--- src/hw/rtl/rpwu_pkg.sv ---
// shared types, codes and widths of the rprop weight update core
package rpwu_pkg;

	localparam int IDX_W   = 10;
	localparam int WORD_W  = 32;
	localparam int STEP_W  = 31;
	localparam int FACT_W  = 16;
	localparam int SIGN_W  = 2;
	localparam int OP_W    = 2;
	localparam int KIND_W  = 2;
	localparam int CFG_IDX_W = 3;
	localparam int FRAC_SHIFT = 15;

	// operation codes
	localparam logic [OP_W-1:0] OP_LOAD   = 2'd0;
	localparam logic [OP_W-1:0] OP_UPDATE = 2'd1;
	localparam logic [OP_W-1:0] OP_READ   = 2'd2;

	// result kinds
	localparam logic [KIND_W-1:0] KIND_GREW   = 2'd0;
	localparam logic [KIND_W-1:0] KIND_REVERT = 2'd1;
	localparam logic [KIND_W-1:0] KIND_HELD   = 2'd2;
	localparam logic [KIND_W-1:0] KIND_PLAIN  = 2'd3;

	// configuration register indexes
	localparam logic [CFG_IDX_W-1:0] CFG_GROW    = 3'd0;
	localparam logic [CFG_IDX_W-1:0] CFG_SHRINK  = 3'd1;
	localparam logic [CFG_IDX_W-1:0] CFG_CEILING = 3'd2;
	localparam logic [CFG_IDX_W-1:0] CFG_FLOOR   = 3'd3;
	localparam logic [CFG_IDX_W-1:0] CFG_INITIAL = 3'd4;

	// stored gradient sign codes, two's complement
	localparam logic [SIGN_W-1:0] SIGN_ZERO = 2'b00;
	localparam logic [SIGN_W-1:0] SIGN_POS  = 2'b01;
	localparam logic [SIGN_W-1:0] SIGN_NEG  = 2'b11;
	localparam logic [SIGN_W-1:0] SIGN_BAD  = 2'b10;

	localparam logic [STEP_W-1:0] STEP_MAX = {STEP_W{1'b1}};

	typedef struct packed {
		logic [FACT_W-1:0] grow;
		logic [FACT_W-1:0] shrink;
		logic [STEP_W-1:0] ceiling;
		logic [STEP_W-1:0] floor_step;
		logic [STEP_W-1:0] initial_step;
	} cfg_t;

	typedef struct packed {
		logic signed [WORD_W-1:0] weight;
		logic [STEP_W-1:0]        step;
		logic [SIGN_W-1:0]        sign;
	} entry_t;

	typedef struct packed {
		logic                     start;
		entry_t                   entry;
		logic signed [WORD_W-1:0] grad;
	} alu_req_t;

	typedef struct packed {
		logic                     done;
		entry_t                   entry;
		logic [KIND_W-1:0]        kind;
	} alu_rsp_t;

endpackage

--- src/hw/rtl/rpwu_cfg.sv ---
// configuration registers of the rprop weight update core
module rpwu_cfg import rpwu_pkg::*; (
	input  logic                 clk,
	input  logic                 arst_n,
	input  logic                 cfg_we,
	input  logic [CFG_IDX_W-1:0] cfg_index,
	input  logic [STEP_W-1:0]    cfg_wdata,
	output cfg_t                 cfg
);

	cfg_t cfg_q;

	// register writes, unknown indexes ignored
	always_ff @(posedge clk or negedge arst_n) begin
		if (!arst_n) begin
			cfg_q.grow         <= 16'd39322;
			cfg_q.shrink       <= 16'd16384;
			cfg_q.ceiling      <= 31'd838860800;
			cfg_q.floor_step   <= 31'd17;
			cfg_q.initial_step <= 31'd167772;
		end else if (cfg_we) begin
			case (cfg_index)
				CFG_GROW:    cfg_q.grow         <= cfg_wdata[FACT_W-1:0];
				CFG_SHRINK:  cfg_q.shrink       <= cfg_wdata[FACT_W-1:0];
				CFG_CEILING: cfg_q.ceiling      <= cfg_wdata;
				CFG_FLOOR:   cfg_q.floor_step   <= cfg_wdata;
				CFG_INITIAL: cfg_q.initial_step <= cfg_wdata;
				default: begin
				end
			endcase
		end
	end

	assign cfg = cfg_q;

endmodule

--- config.mk ---
export PLATFORM = sky130hd
export DESIGN_NAME = rpwu_cfg
export DESIGN_NICKNAME = d
export VERILOG_FILES = /design/src/hw/rtl/rpwu_pkg.sv /design/src/hw/rtl/rpwu_cfg.sv
export SDC_FILE = /design/constraint.sdc
export NUM_CORES = 1
export LEC_CHECK = 0
export BUFFER_PORTS_ARGS = -buffer_cell sky130_fd_sc_hd__buf_2
export CAP_MARGIN = 20
export CORE_MARGIN = 2
export CORE_UTILIZATION = 53
export DETAILED_ROUTE_END_ITERATION = 8
export PLACE_DENSITY = 0.84
export SYNTH_ARGS = -nofsm -noshare
export SYNTH_HDL_FRONTEND = slang
export SYNTH_SLANG_ARGS = --single-unit
--- constraint.sdc ---
create_clock -name clk -period 1.1 [get_ports clk]
set_clock_uncertainty 0.05 [all_clocks]
set_input_delay 0.165 -clock clk [delete_from_list [all_inputs] [get_ports clk]]
set_output_delay 0.165 -clock clk [all_outputs]
set_load 0.03 [all_outputs]
==> flow_metrics.py, run 1 <==
metrics = {
    "outcome": {
        "haltStage": "global routing (5_1_grt)",
        "error_line": "[ERROR DPL-0033] detailed placement checks failed during check placement.",
        "outcome": "did not finish",
    },
    "die": {
        "row_count": 34,
        "start_util": 0.5431,
        "die_y_um": 98.30,
        "die_w_um": 98.30,
        "io_pins": 162,
    },
    "yosys": {
        "ys_warn_count": 0,
        "syn_nets": 304,
        "synth_area_leaders": "dfrtp_1, mux2_2, dfstp_2",
        "avgSynthCellArea_um2": 17.65,
        "yosys.cell_types.count": 11,
        "syn-cell-area_um2": 4713,
        "yosysTopAreaCell": "dfrtp_1",
        "seq_area_frac_synth": 0.6700,
        "synth_seq_cells": 125,
        "synth_top_area_frac": 0.5362,
        "synth_cells": 267,
    },
    "cts": {
        "cts_inserted_buffers": 17,
        "clk_path_buf_depth": 2,
        "clock-root-buffer": "clkbuf_8",
        "cts.sinks": 125,
        "htree_levels": 4,
    },
    "place": {
        "port_buffers": 161,
        "gp_congestion": 0.8075,
        "hpwl_mm": 7.520,
        "placed_cell_area_um2": 6122,
        "dp_cells": 537,
    },
    "global_routing": {
        "grt_antenna_before_repair": 0,
        "grt_max_degree": 63,
    },
    "timing": {
        "crit_endpoint": "cfg[107]",
        "worst-ep-kind": "primary output",
    },
}
==> synthesized netlist by cell type <==
library cell	instances
nor4b_4	1
nand4b_1	1
dfrtp_1	101
buf_4	3
mux2_2	121
and4bb_2	2
buf_6	2
nor4bb_1	1
mux2_1	4
dfstp_2	24
buf_2	7
==> through the flow <==
stage	worst slack [ns]	hold WS, ns
floorplan	-0.1821	-0.1806
global placement	-0.2767	-0.05637
detailed placement	-0.3304	-0.05668
CTS	-0.3401	0.1099
==> kinds of logic after synthesis <==
| group | count (synthesis) | synth area share |
|---|---|---|
| AND/OR/NAND/NOR | 5 | 0.01433 |
| multiplexers | 125 | 0.2986 |
| buffers and inverters | 12 | 0.01699 |
| flip-flops | 125 | 0.6700 |
==> what timing repair did <==
item / CTS
resized for setup: 250
endpoints found under the setup margin: 125
buffers inserted: 49
hold buffers: 33
hold endpoints to repair: 250
==> inputs of run 2 (changes only) <==
Settings changed: CORE_UTILIZATION 53 to 40, PLACE_DENSITY 0.84 to default, PLACE_DENSITY_LB_ADDON from default to 0.15.
==> run 2 against run 1 <==
The flow now finishes, with violations (negative setup slack); area after synthesis did not move; synthesized cell count unchanged.
==> flow_metrics.py, run 2 <==
metrics = {
    "setup_path": {
        "crit_path_start_kind": "flip-flop",
        "critPathSlowestCell": "dfstp_2",
        "max_stage_delay_ns": 0.55,
        "crit_fanout": 2,
        "worst_ep_required_time_ns": 0.88,
        "path_buf_inv": 1,
        "cp-end-kind": "primary output",
        "critical_path_class": "flip-flop to primary output",
        "crit_chain": "buf_6",
        "cp_top_family": "flip-flops",
        "crit_arrival_ns": 1.09,
    },
    "yosys": {
        "avgSynthCellArea_um2": 17.65,
        "synth_seq_cells": 125,
        "yosys.cell_types.count": 11,
        "synth_cells": 267,
        "synthMuxAreaShare": 0.2986,
        "synthAdderAreaFrac": 0,
        "ys_warn_count": 0,
        "ys.flop_type": "dfrtp_1",
        "synth_top_area_frac": 0.5362,
        "yosysTopAreaCell": "dfrtp_1",
        "synth_common_cells": "mux2_2, dfrtp_1, dfstp_2",
        "synth_xor_area_frac": 0,
        "synth_top_family_by_area": "multiplexers",
        "synth_most_common_cell": "mux2_2",
        "syn-cell-area_um2": 4713,
        "synthSimpleGateAreaFrac": 0.01434,
        "synth-edff-count": 0,
        "synth_compound_area_frac": 0,
        "seq_area_frac_synth": 0.6700,
        "async_flop_share": 1.000,
        "synth_area_leaders": "dfrtp_1, mux2_2, dfstp_2",
        "syn_nets": 304,
    },
    "global_routing": {
        "grt_usage": 0.2044,
        "grt_pass1_vias": 3545,
        "grt_antenna_before_repair": 0,
        "grt_pass1_wl_mm": 19.69,
        "grt_max_degree": 27,
        "overflow": 0,
    },
    "detailed_routing": {
        "wirelength_mm": 12.29,
        "routedWlPerCell_um": 17.84,
        "drtIter0Drc": 120,
        "num_vias": 3238,
        "avgViaCountPerCell": 4.700,
        "drtPass1Iterations": 4,
        "drc_errors": 0,
        "ant_nets": 0,
    },
    "cts": {
        "clk_path_buf_depth": 2,
        "clk_pin_slew_worst_paths_ns": 0.05,
        "cts.sinks": 125,
        "htree_levels": 4,
        "cts_inserted_buffers": 17,
        "clk_latency_ns": 0.40,
        "clock-root-buffer": "clkbuf_16",
        "cts_tree": "yes",
    },
    "die": {
        "core_region_area_um2": 11470,
        "die_area_um2": 12670,
        "io_pins": 162,
        "die_w_um": 112.6,
        "start_util": 0.4110,
        "row_count": 39,
        "die_y_um": 112.6,
    },
    "min_path": {
        "hold_path.class": "primary input to flip-flop",
    },
    "outcome": {
        "violations": "negative setup slack",
        "outcome": "finished with violations",
    },
    "pwr": {
        "ir_worst_vdd_v": 0.001426,
        "p_sw_frac": 0.3158,
        "power.net_switching_mw": 5.834,
        "seq_power_share": 0.356,
        "p_per_area_nw_per_um2": 2252,
        "pwr-share-comb": 0.379,
        "pwr-share-clk": 0.266,
        "p_int_mw": 12.64,
        "finalPower_mw": 18.47,
        "power.leakage_nw": 3.909,
    },
    "final_layout": {
        "area_growth_pct": 74.01,
        "multiInputGateArea_um2": 1798,
        "drive_above_1_share": 0.7546,
        "largest_register_ffs": 125,
        "mostFrequentLayoutCells": "buf_6, dfrtp_1, mux2_4, buf_4, mux2_2",
        "nets": 570,
        "fill_cells": 723,
        "regArea_um2": 3158,
        "antennaDiodeCount": 0,
        "final_common_cell": "buf_6",
    },
    "timing": {
        "final_max_slew_viol_count": 0,
        "hold_viol": 0,
        "hold_slack_ns": 0.01486,
        "setup_ws_ns": -0.2026,
        "slew_headroom": 0.7583,
        "finalCriticalPeriod_ns": 1.303,
        "post-route-period-util": 1.184,
        "tightest_slew_ns": 0.3626,
        "finalSetupViolCount": 125,
        "max_freq_mhz": 767.7,
        "rsz0062_at_grt": "yes",
    },
    "place": {
        "gp_congestion": 0.7295,
        "dp_slack_ns": -0.3032,
        "hpwl_mm": 7.550,
        "port_buffers": 161,
    },
    "flow_run": {
        "maxCapViolations": 0,
    },
}
## run 2: cell counts after synthesis
No cell type changed its count.
## run 2: per-stage QoR
stage | instances | util | TNS (ns) | cell area (um^2)
floorplan | 267 | - | -6.720 | 5080
global placement | 574 | 0.5423 | -31.91 | 6218
detailed placement | 574 | 0.5423 | -33.68 | 6218
CTS | 666 | 0.7002 | -12.32 | 8029
global route | 689 | 0.7152 | -14.16 | 8202
finish | 689 | 0.7152 | -9.849 | 8202
## run 2: layer usage
layer | up-vias | share of wire | global-route usage
met1 | 1622 | 0.44 | 0.2718
met4 | 0 | 0.018 | 0.08211
met5 | - | 0 | 0
met3 | 19 | 0.069 | 0.07289
li1 | 1483 | - | -
met2 | 114 | 0.47 | 0.3070
## run 2: worst paths after layout
path / from / to / slack, ns / cells past startpoint
max in group asynchronous: arst_n / cfg[124]$_DFFE_PN1P_ / 0.28 / 3
min in group asynchronous: arst_n / cfg[48]$_DFFE_PN0P_ / 0.18 / 2
hold reg to reg: cfg[47]$_DFFE_PN0P_ / cfg[47]$_DFFE_PN0P_ / 0.47 / 1
hold / removal: cfg_wdata[14] / cfg[14]$_DFFE_PN0P_ / 0.01 / 2
setup / recovery: cfg[116]$_DFFE_PN1P_ / cfg[116] / -0.20 / 1
setup reg to reg: cfg[85]$_DFFE_PN0P_ / cfg[85]$_DFFE_PN0P_ / 0 / 3
## run 2: area by class of cell
cell class                 instances  area share
multi-input combinational        130      0.2192
tap                              143     0.02182
timing repair buffer             259      0.3101
clock buffer                      31     0.06316
clock inverter                     1   0.0006102
sequential                       125      0.3850
## run 2: power groups by stage
stage / clock network, mW / logic (mW) / registers, mW
2_1_floorplan: 0 / 1.35 / 8.42
3_3_place_gp: 0 / 4.96 / 6.34
3_5_place_dp: 0 / 5.01 / 6.36
4_1_cts: 5.04 / 6.74 / 6.55
5_1_grt: 5.27 / 7.31 / 6.68
6_report: 4.91 / 6.99 / 6.57
## run 2: kinds of logic (layout without fill, tap and decap cells)
group,Yosys count,after routing
flip-flops,125,125
buffers and inverters,12,291
multiplexers,125,125
AND/OR/NAND/NOR,5,5
## run 2: timing repair
| action | 4_1_cts | 5_1_grt |
|---|---|---|
| cloned | 0 | 0 |
| resized for setup | 250 | 0 |
| endpoints found under the setup margin | 125 | 125 |
| hold buffers | 22 | 0 |
| setup buffers | 38 | 23 |
| endpoints found under the hold margin | 176 | 0 |
No activity file was read; power rests on OpenSTA's default activity.
