File: src/hw/rtl/rpwu_pkg.sv
// shared types, codes and widths of the rprop weight update core
package rpwu_pkg;

	localparam int IDX_W   = 10;
	localparam int WORD_W  = 32;
	localparam int STEP_W  = 31;
	localparam int FACT_W  = 16;
	localparam int SIGN_W  = 2;
	localparam int OP_W    = 2;
	localparam int KIND_W  = 2;
	localparam int CFG_IDX_W = 3;
	localparam int FRAC_SHIFT = 15;

	// operation codes
	localparam logic [OP_W-1:0] OP_LOAD   = 2'd0;
	localparam logic [OP_W-1:0] OP_UPDATE = 2'd1;
	localparam logic [OP_W-1:0] OP_READ   = 2'd2;

	// result kinds
	localparam logic [KIND_W-1:0] KIND_GREW   = 2'd0;
	localparam logic [KIND_W-1:0] KIND_REVERT = 2'd1;
	localparam logic [KIND_W-1:0] KIND_HELD   = 2'd2;
	localparam logic [KIND_W-1:0] KIND_PLAIN  = 2'd3;

	// configuration register indexes
	localparam logic [CFG_IDX_W-1:0] CFG_GROW    = 3'd0;
	localparam logic [CFG_IDX_W-1:0] CFG_SHRINK  = 3'd1;
	localparam logic [CFG_IDX_W-1:0] CFG_CEILING = 3'd2;
	localparam logic [CFG_IDX_W-1:0] CFG_FLOOR   = 3'd3;
	localparam logic [CFG_IDX_W-1:0] CFG_INITIAL = 3'd4;

	// stored gradient sign codes, two's complement
	localparam logic [SIGN_W-1:0] SIGN_ZERO = 2'b00;
	localparam logic [SIGN_W-1:0] SIGN_POS  = 2'b01;
	localparam logic [SIGN_W-1:0] SIGN_NEG  = 2'b11;
	localparam logic [SIGN_W-1:0] SIGN_BAD  = 2'b10;

	localparam logic [STEP_W-1:0] STEP_MAX = {STEP_W{1'b1}};

	typedef struct packed {
		logic [FACT_W-1:0] grow;
		logic [FACT_W-1:0] shrink;
		logic [STEP_W-1:0] ceiling;
		logic [STEP_W-1:0] floor_step;
		logic [STEP_W-1:0] initial_step;
	} cfg_t;

	typedef struct packed {
		logic signed [WORD_W-1:0] weight;
		logic [STEP_W-1:0]        step;
		logic [SIGN_W-1:0]        sign;
	} entry_t;

	typedef struct packed {
		logic                     start;
		entry_t                   entry;
		logic signed [WORD_W-1:0] grad;
	} alu_req_t;

	typedef struct packed {
		logic                     done;
		entry_t                   entry;
		logic [KIND_W-1:0]        kind;
	} alu_rsp_t;

endpackage

File: src/hw/rtl/rpwu_alu.sv
// three-stage rprop update: step scaling, step clamp and move, weight add and saturate
module rpwu_alu import rpwu_pkg::*; (
	input  logic     clk,
	input  logic     arst_n,
	input  cfg_t     cfg,
	input  alu_req_t req,
	output alu_rsp_t rsp
);

	localparam int PROD_W = STEP_W + FACT_W;
	localparam int SUM_W  = WORD_W + 2;

	// stage 1 signals
	logic                     v_s1;
	logic [PROD_W-1:0]        prod_s1;
	logic [KIND_W-1:0]        kind_s1;
	logic [SIGN_W-1:0]        gs_s1;
	logic [SIGN_W-1:0]        ps_s1;
	logic [STEP_W-1:0]        step_s1;
	logic signed [WORD_W-1:0] weight_s1;

	// stage 2 signals
	logic                     v_s2;
	logic [STEP_W-1:0]        step_s2;
	logic [STEP_W-1:0]        mag_s2;
	logic                     sub_s2;
	logic [SIGN_W-1:0]        sign_s2;
	logic [KIND_W-1:0]        kind_s2;
	logic signed [WORD_W-1:0] weight_s2;

	// stage 3 signals
	logic                     v_s3;
	entry_t                   entry_s3;
	logic [KIND_W-1:0]        kind_s3;

	logic              g_pos, g_neg, p_pos, p_neg, same, flip;
	logic [SIGN_W-1:0] gs;
	logic [FACT_W-1:0] factor;

	logic [WORD_W-1:0] scaled;
	logic [STEP_W-1:0] step_grow, step_sat, step_shrink;
	logic [STEP_W-1:0] step_nx, mag_nx;
	logic              sub_nx;
	logic [SIGN_W-1:0] sign_nx;

	logic signed [SUM_W-1:0] wx, mx, sum;
	logic signed [WORD_W-1:0] weight_nx;

	// sign comparison and factor choice
	always_comb begin
		g_pos  = !req.grad[WORD_W-1] && (|req.grad);
		g_neg  = req.grad[WORD_W-1];
		p_pos  = (req.entry.sign == SIGN_POS);
		p_neg  = (req.entry.sign == SIGN_NEG);
		same   = (g_pos && p_pos) || (g_neg && p_neg);
		flip   = (g_pos && p_neg) || (g_neg && p_pos);
		gs     = g_pos ? SIGN_POS : (g_neg ? SIGN_NEG : SIGN_ZERO);
		factor = same ? cfg.grow : cfg.shrink;
	end

	// stage 1: step times factor
	always_ff @(posedge clk) begin
		if (req.start) begin
			prod_s1   <= PROD_W'(req.entry.step) * PROD_W'(factor);
			kind_s1   <= same ? KIND_GREW : (flip ? KIND_REVERT : KIND_HELD);
			gs_s1     <= gs;
			ps_s1     <= req.entry.sign;
			step_s1   <= req.entry.step;
			weight_s1 <= req.entry.weight;
		end
	end

	// clamp the scaled step and pick the weight move
	always_comb begin
		scaled      = prod_s1[PROD_W-1:FRAC_SHIFT];
		step_grow   = (scaled > WORD_W'(cfg.ceiling)) ? cfg.ceiling : scaled[STEP_W-1:0];
		step_sat    = scaled[WORD_W-1] ? STEP_MAX : scaled[STEP_W-1:0];
		step_shrink = (step_sat < cfg.floor_step) ? cfg.floor_step : step_sat;
		unique case (kind_s1)
			KIND_GREW: begin
				step_nx = step_grow;
				mag_nx  = step_grow;
				sub_nx  = (gs_s1 == SIGN_POS);
				sign_nx = gs_s1;
			end
			KIND_REVERT: begin
				// undo the previous signed move with the old step
				step_nx = step_shrink;
				mag_nx  = step_s1;
				sub_nx  = (ps_s1 == SIGN_NEG);
				sign_nx = SIGN_ZERO;
			end
			default: begin
				step_nx = step_s1;
				mag_nx  = (gs_s1 == SIGN_ZERO) ? '0 : step_s1;
				sub_nx  = (gs_s1 == SIGN_POS);
				sign_nx = gs_s1;
			end
		endcase
	end

	// stage 2: new step and move
	always_ff @(posedge clk) begin
		if (v_s1) begin
			step_s2   <= step_nx;
			mag_s2    <= mag_nx;
			sub_s2    <= sub_nx;
			sign_s2   <= sign_nx;
			kind_s2   <= kind_s1;
			weight_s2 <= weight_s1;
		end
	end

	// weight add with saturation
	always_comb begin
		wx  = SUM_W'(weight_s2);
		mx  = SUM_W'(mag_s2);
		sum = sub_s2 ? (wx - mx) : (wx + mx);
		if (sum[SUM_W-1:WORD_W-1] == '0 || sum[SUM_W-1:WORD_W-1] == '1) begin
			weight_nx = sum[WORD_W-1:0];
		end else if (sum[SUM_W-1]) begin
			weight_nx = {1'b1, {(WORD_W-1){1'b0}}};
		end else begin
			weight_nx = {1'b0, {(WORD_W-1){1'b1}}};
		end
	end

	// stage 3: updated entry
	always_ff @(posedge clk) begin
		if (v_s2) begin
			entry_s3.weight <= weight_nx;
			entry_s3.step   <= step_s2;
			entry_s3.sign   <= sign_s2;
			kind_s3         <= kind_s2;
		end
	end

	// stage valid bits
	always_ff @(posedge clk or negedge arst_n) begin
		if (!arst_n) begin
			v_s1 <= 1'b0;
			v_s2 <= 1'b0;
			v_s3 <= 1'b0;
		end else begin
			v_s1 <= req.start;
			v_s2 <= v_s1;
			v_s3 <= v_s2;
		end
	end

	assign rsp.done  = v_s3;
	assign rsp.entry = entry_s3;
	assign rsp.kind  = kind_s3;

endmodule

File: config.mk
export PLATFORM = sky130hd
export DESIGN_NAME = rpwu_alu
export DESIGN_NICKNAME = d
export VERILOG_FILES = /design/src/hw/rtl/rpwu_pkg.sv /design/src/hw/rtl/rpwu_alu.sv
export SDC_FILE = /design/constraint.sdc
export NUM_CORES = 2
export LEC_CHECK = 0
export BUFFER_PORTS_ARGS = -buffer_cell sky130_fd_sc_hd__buf_2
export CAP_MARGIN = 10
export CELL_PAD_IN_SITES_DETAIL_PLACEMENT = 1
export CELL_PAD_IN_SITES_GLOBAL_PLACEMENT = 2
export CORE_ASPECT_RATIO = 0.8
export CORE_MARGIN = 5
export CORE_UTILIZATION = 36
export CTS_CLUSTER_DIAMETER = 40
export CTS_CLUSTER_SIZE = 12
export DETAILED_ROUTE_END_ITERATION = 8
export GPL_ROUTABILITY_DRIVEN = 0
export PLACE_DENSITY_LB_ADDON = 0.1
export SKIP_CTS_REPAIR_TIMING = 1
export SYNTH_ARGS = -nofsm -noshare
export SYNTH_HDL_FRONTEND = slang
export SYNTH_SLANG_ARGS = --single-unit
File: constraint.sdc
create_clock -name clk -period 5 [get_ports clk]
set_clock_uncertainty 0.05 [all_clocks]
set_input_delay 0.5 -clock clk [delete_from_list [all_inputs] [get_ports clk]]
set_output_delay 0.5 -clock clk [all_outputs]
set_load 0.02 [all_outputs]
==> impl_metrics.csv <==
group,metric,value,unit
outcome,status,"complete, but fails checks",
outcome,failed_checks,"setup timing",
placement,hpwl,77.7,mm
critical_path,crit_buf_inv,9,
die,die_w,327,um
placement,pre_cts_slack,-3580,ps
clock_tree,clock_latency,540,ps
critical_path,arrival,7910,ps
clock_tree,cts_htree_levels,2,
clock_tree,cts_buffers,36,
drt,wire_per_inst,21.5,um
die,rows,93,
global_route,grt_max_degree,63,
synthesis,synth.area.top_cells,"fa_1 (28%), edfxtp_1 (28%), ha_1 (9.1%), inv_1 (6.7%), nand2_1 (5.0%)",
hold_path,hold_class,"input pin to flip-flop",
timing,fmax,0.130,GHz
global_route,grt_pass1_vias,24600,
drt,vias,22130,
drt,ant_nets,0,
clock_tree,clock-root-buffer,"clkbuf_16",
timing,rsz0062_at_grt,"yes",
global_route,grt_pass1_wl,143,mm
drt,wl_met1,43.5,mm
synthesis,synthesis.area,0.0290,mm2
clock_tree,cts.sinks,270,
critical_path,slowest_delay,550,ps
die,start_util,0.362,
drt,routed_wl,96.3,mm
timing,fin_hold_ws,84.5,ps
synthesis,ys_seq_elements,270,
clock_tree,path_clk_slew,60,ps
critical_path,cp.required,5220,ps
clock_tree,clock_path_buffers,3,
synthesis,async_reset_ff_frac,0.0111,
drt,drtPass1Iterations,5,
cells_and_area,syn2layout_area_growth,26.8,%
synthesis,synth.largest_area_cell,"fa_1",
timing,finalSetupViolCount,64,
synthesis,synth_top_area_frac,0.279,
critical_path,worstPathMaxFanout,7,
drt,wl_met3,4.82,mm
synthesis,synth_cell_types,70,
run,cap_violations,0,
cells_and_area,drive_gt1_frac,0.278,
die,fp.dieH,264,um
drt,drc,0,
synthesis,syn_inst,2843,
global_route,antenna_found_initial,16,
drt,drt_iter0_drc,1051,
timing,final-max-slew-violation-count,0,
synthesis,synth_edf_count,267,
timing,slew_headroom,0.404,
timing,fin_crit,7690,ps
clock_tree,cts_tree,"built",
timing,fin_ws,-2690,ps
synthesis,yosysWarnings,0,
die,dieArea,0.0864,mm2
drt,wl_met2,45.5,mm
critical_path,crit_type,"input pin to flip-flop",
placement,port_buffers,261,
timing,final.period_utilization,1.54,
die,coreArea,0.0802,mm2
global_route,grt-ovfl-total,0,
drt,top_layer_used,"met5",
cells_and_area,fin_nets,4246,
die,num_io_pins,293,
critical_path,cp-start-kind,"input pin",
critical_path,path_delay_family,"adder cells",
critical_path,crit_top_cell,"fa_1",
drt,viasPerCell,4.94,
timing,worstMarginPinSlew,894,ps
synthesis,synthFlopType,"edfxtp_1",
timing,hold_viol_final,0,
critical_path,endpoint_kind,"flip-flop",
synthesis,syn-num-nets,3682,
synthesis,avgSynthCellArea,10.2,um2
global_route,track_usage,0.211,
critical_path,cp_slowest_cell,"fa_1",
synthesis,yosysSeqAreaShare,0.279,
path summary, 6_finish.rpt:
kind                        startpoint             to  slack [ps]  cells past startpoint
min reg2reg                step_s2[13]        rsp[17]         350                      0
max reg2reg                  mag_s2[5]        rsp[43]        -280                     22
min                            req[87]  weight_s1[22]          80                      1
min in group asynchronous       arst_n           v_s3         250                      2
max                            req[10]    prod_s1[42]       -2690                     33
max in group asynchronous       arst_n           v_s1        4530                      2
routing by layer:
metal | up-vias | track usage
li1 | 10296 | -
met2 | 444 | 0.349
met3 | 122 | 0.0309
met5 | - | 0
met1 | 11258 | 0.298
met4 | 10 | 0.0420
synth_stat cells (all sizes together) (12+ instances only):
cell    number
nand2      383
nor2        46
nor2b       12
xor2        21
clkbuf     112
mux2i       32
nand4       18
and3        14
a221o       37
a21oi       98
nor3        18
fa         404
edfxtp     267
o21ai       98
and2       211
ha         210
a21o        76
xnor2       70
nor4        12
inv        520
mux2        14
or2         34
nand3       16
state kept, by name, summed over array words and instances (netlist names), 31 cells and up:
register / flops
rsp: 65
step_s2: 31
step_s1: 31
prod_s1: 32
weight_s1: 32
weight_s2: 32
mag_s2: 31
stage by stage:
stage               TNS (ps)  instances  utilization  cell area (um2)
finish                -80170       4484        0.459            36800
global route          -95150       4479        0.459            36800
CTS                   -90910       4427        0.439            35200
floorplan             -71960       2843            -            29300
detailed placement   -108360       4363        0.424            34000
global placement     -102960       4363        0.424            34000
cells in the final DEF (no fill, tap or decap), drive strengths merged, types with 12 or more instances in the layout:
cell / Yosys / layout
buf: 9 / 631
inv: 520 / 527
fa: 404 / 404
nand2: 383 / 383
edfxtp: 267 / 267
and2: 211 / 212
ha: 210 / 210
o21ai: 98 / 98
a21oi: 98 / 98
a21o: 76 / 76
xnor2: 70 / 70
clkbuf: 112 / 50
nor2: 46 / 46
a221o: 37 / 37
or2: 34 / 34
mux2i: 32 / 32
mux2: 14 / 22
xor2: 21 / 21
nand4: 18 / 18
nor3: 18 / 18
nand3: 16 / 16
and3: 14 / 14
nor2b: 12 / 12
nor4: 12 / 12
cells by family (layout without fill, tap and decap cells):
kind of cell,Yosys count,after routing,share of synthesized area
fa+ha+maj,622,622,0.372
compound gates,380,381,0.0868
mux,46,54,0.0165
other cells,0,6,0
xor+xnor,91,91,0.0275
buf+inv,641,1221,0.0836
simple gates,793,794,0.134
flops,270,270,0.279
area by class of cell:
cell class	count	area (um2)
Clock buffer	45	977
Sequential cell	270	8100
Antenna cell	6	15.0
Timing Repair Buffer	637	4600
Inverter	520	1950
Clock inverter	19	201
Fill cell	8866	43400
Multi-Input combinational cell	1942	19600
Tap cell	1045	1310
Power is not shown: default switching activity piles up to over one toggle a cycle in this logic, so the estimate is an artifact.
